`config.mk`:
```
export PLATFORM = sky130hd
export DESIGN_NAME = gwsm_store
export DESIGN_NICKNAME = d
export VERILOG_FILES = /design/src/design/gwsm_pkg.sv /design/src/design/gwsm_store.sv
export SDC_FILE = /design/constraint.sdc
export NUM_CORES = 2
export LEC_CHECK = 0
export BUFFER_PORTS_ARGS = -buffer_cell sky130_fd_sc_hd__buf_4
export CAP_MARGIN = 20
export CELL_PAD_IN_SITES_DETAIL_PLACEMENT = 1
export CELL_PAD_IN_SITES_GLOBAL_PLACEMENT = 2
export CORE_MARGIN = 5
export CORE_UTILIZATION = 50
export CTS_BUF_LIST = sky130_fd_sc_hd__clkbuf_16
export CTS_CLUSTER_DIAMETER = 30
export DETAILED_ROUTE_END_ITERATION = 12
export PLACE_DENSITY_LB_ADDON = 0.1
export SYNTH_ARGS = -nofsm -noshare
export SYNTH_HDL_FRONTEND = slang
export SYNTH_MEMORY_MAX_BITS = 65536
export SYNTH_SLANG_ARGS = --single-unit
```
`constraint.sdc`:
```
create_clock -name aclk -period 8.7 [get_ports aclk]
set_input_delay 0.87 -clock aclk [delete_from_list [all_inputs] [get_ports aclk]]
set_output_delay 0.87 -clock aclk [all_outputs]
set_load 0.03 [all_outputs]
```
`src/design/gwsm_pkg.sv`:
```
// Shared types, constants and arithmetic helpers for the grouped weighted sum block.
// No dependencies; imported by gwsm_store, grouped_weighted_sum_with_missing and tb_top.
`timescale 1ns / 1ps

package gwsm_pkg;

    // Field widths
    localparam int GROUP_W    = 6;
    localparam int VALUE_W    = 32;
    localparam int FRAC_W     = 16;
    localparam int ACC_W      = 64;
    localparam int GCOUNT_W   = 7;
    localparam int CFG_IDX_W  = 2;
    localparam int CFG_DATA_W = 7;
    localparam int S_TDATA_W  = 72;
    localparam int M_TDATA_W  = 72;

    // Highest group count the index field can address
    localparam int MAX_GROUPS = 1 << GROUP_W;

    // Action codes carried on s_tuser
    localparam logic ACT_ACCUM = 1'b0;
    localparam logic ACT_READ  = 1'b1;

    // Configuration register indexes
    localparam logic [CFG_IDX_W-1:0] CFG_SKIP_MISSING = 2'd0;
    localparam logic [CFG_IDX_W-1:0] CFG_USE_WEIGHTS  = 2'd1;
    localparam logic [CFG_IDX_W-1:0] CFG_GROUP_COUNT  = 2'd2;

    localparam logic [ACC_W-1:0] ACC_MAX = {1'b0, {(ACC_W-1){1'b1}}};
    localparam logic [ACC_W-1:0] ACC_MIN = {1'b1, {(ACC_W-1){1'b0}}};

    // One group's stored state
    typedef struct packed {
        logic             poisoned;
        logic             seen;
        logic [ACC_W-1:0] acc;
    } entry_t;

    // Write port of the group store
    typedef struct packed {
        logic               en;
        logic [GROUP_W-1:0] group;
        entry_t             entry;
    } store_wr_t;

    // Signed add that clamps to the 64-bit range
    function automatic logic [ACC_W-1:0] sat_add(input logic [ACC_W-1:0] a,
                                                 input logic [ACC_W-1:0] b);
        logic [ACC_W-1:0] s;
        s = a + b;
        if (a[ACC_W-1] == b[ACC_W-1] && s[ACC_W-1] != a[ACC_W-1]) begin
            return a[ACC_W-1] ? ACC_MIN : ACC_MAX;
        end
        return s;
    endfunction

endpackage

```
`src/design/gwsm_store.sv`:
```
// Per-group state store: one entry memory with registered read, plus per-entry valid flags.
// Depends on gwsm_pkg (entry_t, store_wr_t).
`timescale 1ns / 1ps

module gwsm_store
    import gwsm_pkg::*;
#(
    parameter int DEPTH = 64
) (
    input  logic               aclk,
    input  logic               aresetn,
    input  logic               rd_en,
    input  logic [GROUP_W-1:0] rd_group,
    output entry_t             rd_entry,
    input  store_wr_t          wr
);

    localparam int AW = (DEPTH > 1) ? $clog2(DEPTH) : 1;
    localparam int SLOTS = 1 << AW;

    entry_t             mem [SLOTS];
    logic [SLOTS-1:0]   valid_reg;
    entry_t             rd_data_reg;
    logic               rd_hit_reg;

    // Entry memory, no reset; unwritten entries are masked by the valid flags
    always_ff @(posedge aclk) begin
        if (wr.en) begin
            mem[wr.group[AW-1:0]] <= wr.entry;
        end
        if (rd_en) begin
            rd_data_reg <= mem[rd_group[AW-1:0]];
        end
    end

    // Valid flags: cleared at reset, set on first write
    always_ff @(posedge aclk) begin
        if (!aresetn) begin
            valid_reg  <= '0;
            rd_hit_reg <= 1'b0;
        end else begin
            if (wr.en) begin
                valid_reg[wr.group[AW-1:0]] <= 1'b1;
            end
            if (rd_en) begin
                rd_hit_reg <= valid_reg[rd_group[AW-1:0]];
            end
        end
    end

    // A never-written entry reads as zero state
    assign rd_entry = rd_hit_reg ? rd_data_reg : '0;

endmodule

```
Word level (Yosys, flattened, before mapping)
Memories as Yosys holds them, arrays and structs flattened. A register that Yosys moved wholly into a read port is not among the register bits.
Cells that the tools add are included.
{ "word_totals": {"elab_cells": 15, "mem_bits_rw": 4224, "in_bits": 82, "memories": 1, "reg_bits": 65} }
{ "mem_list": {"columns": ["memory", "words", "word_bits", "read_ports", "rd_ports_with_merged_regs", "write_ports", "line", "source"], "rows": [
  ["mem", 64, 66, 1, 1, 1, "gwsm_store.sv:21", "entry_t mem [SLOTS];"]
]} }
{ "classes": {"magnitude_cmp": 3, "reduce_logical": 1, "muxes": 7, "n_bitwise": 1} }
{ "op_table": {"columns": ["cell", "count"], "rows": [
  ["$mux W66", 1],
  ["$or A64 B64 Y64", 1],
  ["$lt A6 B7 Y1 const B", 2],
  ["$bmux W1 S6", 1],
  ["$demux W1 S6", 1],
  ["$ge A6 B1 Y1 const B", 1],
  ["$mux W1", 4],
  ["$logic_and A1 B1 Y1", 1]
]} }

Logic depth before layout (Yosys ltp)
{ "depth": {"word_depth": 5, "mapped_depth": 9, "ltp_nobuf": 5} }

Least setup slack after synthesis
OpenSTA, ideal clock, no wires.
{ "synth_timing": {"path_kind": "input to register", "from": "input port wr[72] (netlist name)", "to": "memory mem[40][0] (netlist name), enable pin", "stages": 3, "arrival_ns": 5.884, "setup_ns": 0.573, "n_path_buf": 0, "slack_ns": 2.243, "required_ns": 8.127, "path_cell_list": "nor2b_1 -> nand3_1 -> nor3_1"} }
{ "synth_between": {"elab_chain_cells": 2} }
{ "synth_rtl": {"columns": ["item", "line", "source"], "rows": [
  ["from (decl)", "gwsm_store.sv:15", "input store_wr_t wr"],
  ["$mux W1", "gwsm_store.sv:28", "if (wr.en) begin"],
  ["$mux W1 (implied by the code)", "gwsm_store.sv:29", "mem[wr.group[AW-1:0]] <= wr.entry;"],
  ["to (decl)", "gwsm_store.sv:21", null]
]} }
No other way between the ends.

==> results.json <==
{
  "outcome": "finished clean",
  "multiInputGateArea_um2": 33530,
  "ys_async_sr_fraction_pct": 0,
  "drcViolationCount": 0,
  "grt_max_degree": 136,
  "peakVddDrop_uv": 210.9,
  "fmax_mhz": 234.3,
  "io_pins": 148,
  "fp-row-count": 210,
  "layout.cells.non_filler": 12250,
  "worstSetupStartpointType": "flip-flop",
  "tightest_slew_ns": 1.185,
  "postRouteAntennaNets": 0,
  "fin_skew_ns": 0.06362,
  "die_y_um": 583.7,
  "ys_ff_latch": 4355,
  "cts_made_buffers": 805,
  "clk_latency_ns": 1.08,
  "hold_viol": 0,
  "synthTopCellsByArea": "edfxtp_1, mux4_2, dfxtp_1",
  "largest_reg_flops": 4224,
  "post_cts_buffers": 0,
  "drv_slew": 0,
  "cts_max_path_buffers": 4,
  "first_global_vias": 82810,
  "dieArea_um2": 340700,
  "p_int_mw": 44.40,
  "place_congestion": 0.7431,
  "cts.sinks": 4355,
  "portBuffers": 147,
  "dr.pass1.iters": 7,
  "antenna_found_initial": 35,
  "regArea_um2": 130100,
  "syn_to_final_growth_pct": 21.59,
  "synthTopCellsByCount": "edfxtp_1, mux4_2, clkbuf_1, buf_2, and2_1",
  "die_w_um": 583.7,
  "dp.final_hpwl_mm": 235.7,
  "cts_resized": 0,
  "syn_area_um2": 164600,
  "hp-start": "wr[28]",
  "ys.flop_type": "edfxtp_1",
  "wl_per_cell_um": 39.38,
  "final_area_um2": 200100,
  "grt_overflow": 0,
  "cts_tree": "yes",
  "finalSetupViolCount": 0,
  "startpoint": "rd_hit_reg",
  "drive_gt1_share_pct": 39.55,
  "hp-class": "in -> reg",
  "htreeDepth": 6,
  "synth.largest_area_cell": "edfxtp_1",
  "syn_nets": 6431,
  "holdWs_ns": 0.3115,
  "setup.worst_path.class": "reg -> out",
  "p_switching_mw": 12.12,
  "placed_cells": 10730,
  "tns_ns": 0,
  "switching_share_pct": 21.45,
  "ys_warn_count": 0,
  "post-synth-top-count-cell": "edfxtp_1",
  "fillers": 25440,
  "power.density_nw_per_um2": 282.4,
  "start_util_pct": 50.23,
  "grt_pass1_wl_mm": 673.4,
  "core-area_um2": 327700,
  "maxCapViolCount": 0,
  "finalPower_mw": 56.52,
  "clockPowerShare_pct": 55.3,
  "grt_use_total_pct": 28.50,
  "pwr-share-seq_pct": 41.3,
  "seq_area_frac_synth_pct": 79.06,
  "clk_pin_slew_ns": 0.05,
  "end_kind": "output pin",
  "cp_max_fo": 36,
  "viasPerCell": 6.501,
  "syn_inst": 6349,
  "timing.rr.start": "mem[50][0]",
  "drt_iter0_markers": 10470,
  "synth.avg_cell_area_um2": 25.92,
  "fin_nets": 7270,
  "place_area_um2": 172400,
  "p_leak_nw": 64.35,
  "grt_setup_unrepaired": "false",
  "synth_edf_count": 4290,
  "arrival_ns": 3.40,
  "fin_crit_sh_pct": 49.05,
  "cp.required_ns": 7.83,
  "pwr-share-comb_pct": 3.4,
  "finalWirelength_mm": 482.6,
  "synth.top_cell.area_share_pct": 78.27,
  "period_minus_slack_ns": 4.267,
  "hold_buffers": 0,
  "relSlewSlack_pct": 21.00,
  "cts_root_buf": "clkbuf_16",
  "yosysUniqueCellTypes": 31,
  "num_vias": 79670
}
## cells in the final DEF, fill, tap and decap left out, types with 29 or more instances in the layout
| cell type | Yosys | final |
|---|---|---|
| dfxtp_1 | 65 | 64 |
| nor2_4 | 0 | 60 |
| clkbuf_16 | 0 | 809 |
| inv_1 | 0 | 86 |
| inv_6 | 0 | 42 |
| clkinvlp_4 | 0 | 89 |
| buf_12 | 0 | 29 |
| clkinv_4 | 0 | 71 |
| edfxtp_1 | 4290 | 4290 |
| o21a_1 | 64 | 64 |
| clkinv_1 | 0 | 136 |
| buf_4 | 0 | 328 |
| and2_1 | 66 | 66 |
| bufinv_16 | 0 | 110 |
| clkinv_2 | 0 | 125 |
| mux4_2 | 1398 | 1398 |
## stage by stage
step | util, % | setup slack [ns]
floorplan | - | 2.243
global placement | 52.56 | 3.911
detailed placement | 52.61 | 3.941
CTS | 61.06 | 4.348
global route | 61.07 | 4.398
finish | 61.08 | 4.433
## cells by family (layout without fill, tap and decap cells)
family / Yosys count / count (layout) / share of synthesized area, %
AOI/OAI and AO/OA: 78 / 78 / 0.3543
muxes: 1406 / 1406 / 19.18
and+or+nand+nor: 174 / 174 / 0.5527
DFF: 4355 / 4355 / 79.06
buffers and inverters: 336 / 1878 / 0.8499
other: 0 / 17 / 0
## final cells by class
type / count / share of cell area [%]
Sequential cell: 4355 / 65.03
Multi-Input combinational cell: 1658 / 16.76
Clock buffer: 809 / 10.12
Clock inverter: 701 / 3.731
Tap cell: 4346 / 2.717
Timing Repair Buffer: 368 / 1.632
Antenna cell: 17 / 0.02126
## per-layer routing
| metal | track usage [%] | vias to the layer above | part of all wire, % |
|---|---|---|---|
| li1 | - | 30000 | - |
| met5 | 0 | - | 0.0085 |
| met4 | 9.392 | 6 | 3.3 |
| met3 | 4.893 | 825 | 8.3 |
| met2 | 45.12 | 4263 | 49 |
| met1 | 40.98 | 44570 | 40 |
## power groups by stage
| stage | combinational [mW] | sequential [mW] | clock, mW |
|---|---|---|---|
| floorplan | 1.15 | 23.7 | 0 |
| global placement | 1.89 | 23.7 | 0 |
| detailed placement | 1.93 | 23.8 | 0 |
| CTS | 1.94 | 23.4 | 31.6 |
| global route | 2.02 | 23.3 | 32.9 |
| finish | 1.91 | 23.4 | 31.2 |
## final timing paths
check / endpoint / slack (ns) / cells after the start
max: rd_entry[16] / 4.43 / 3
min: mem[10][28] / 0.31 / 1
max reg2reg: rd_data_reg[0] / 6.41 / 3
min reg2reg: valid_reg[56] / 0.46 / 1
## critical path: stages (launching register included)
cell and delay (ns):
dfxtp_4 0.80, buf_4 0.74, and2_1 0.48, buf_4 0.24
Power figures use the tool's default switching activity.
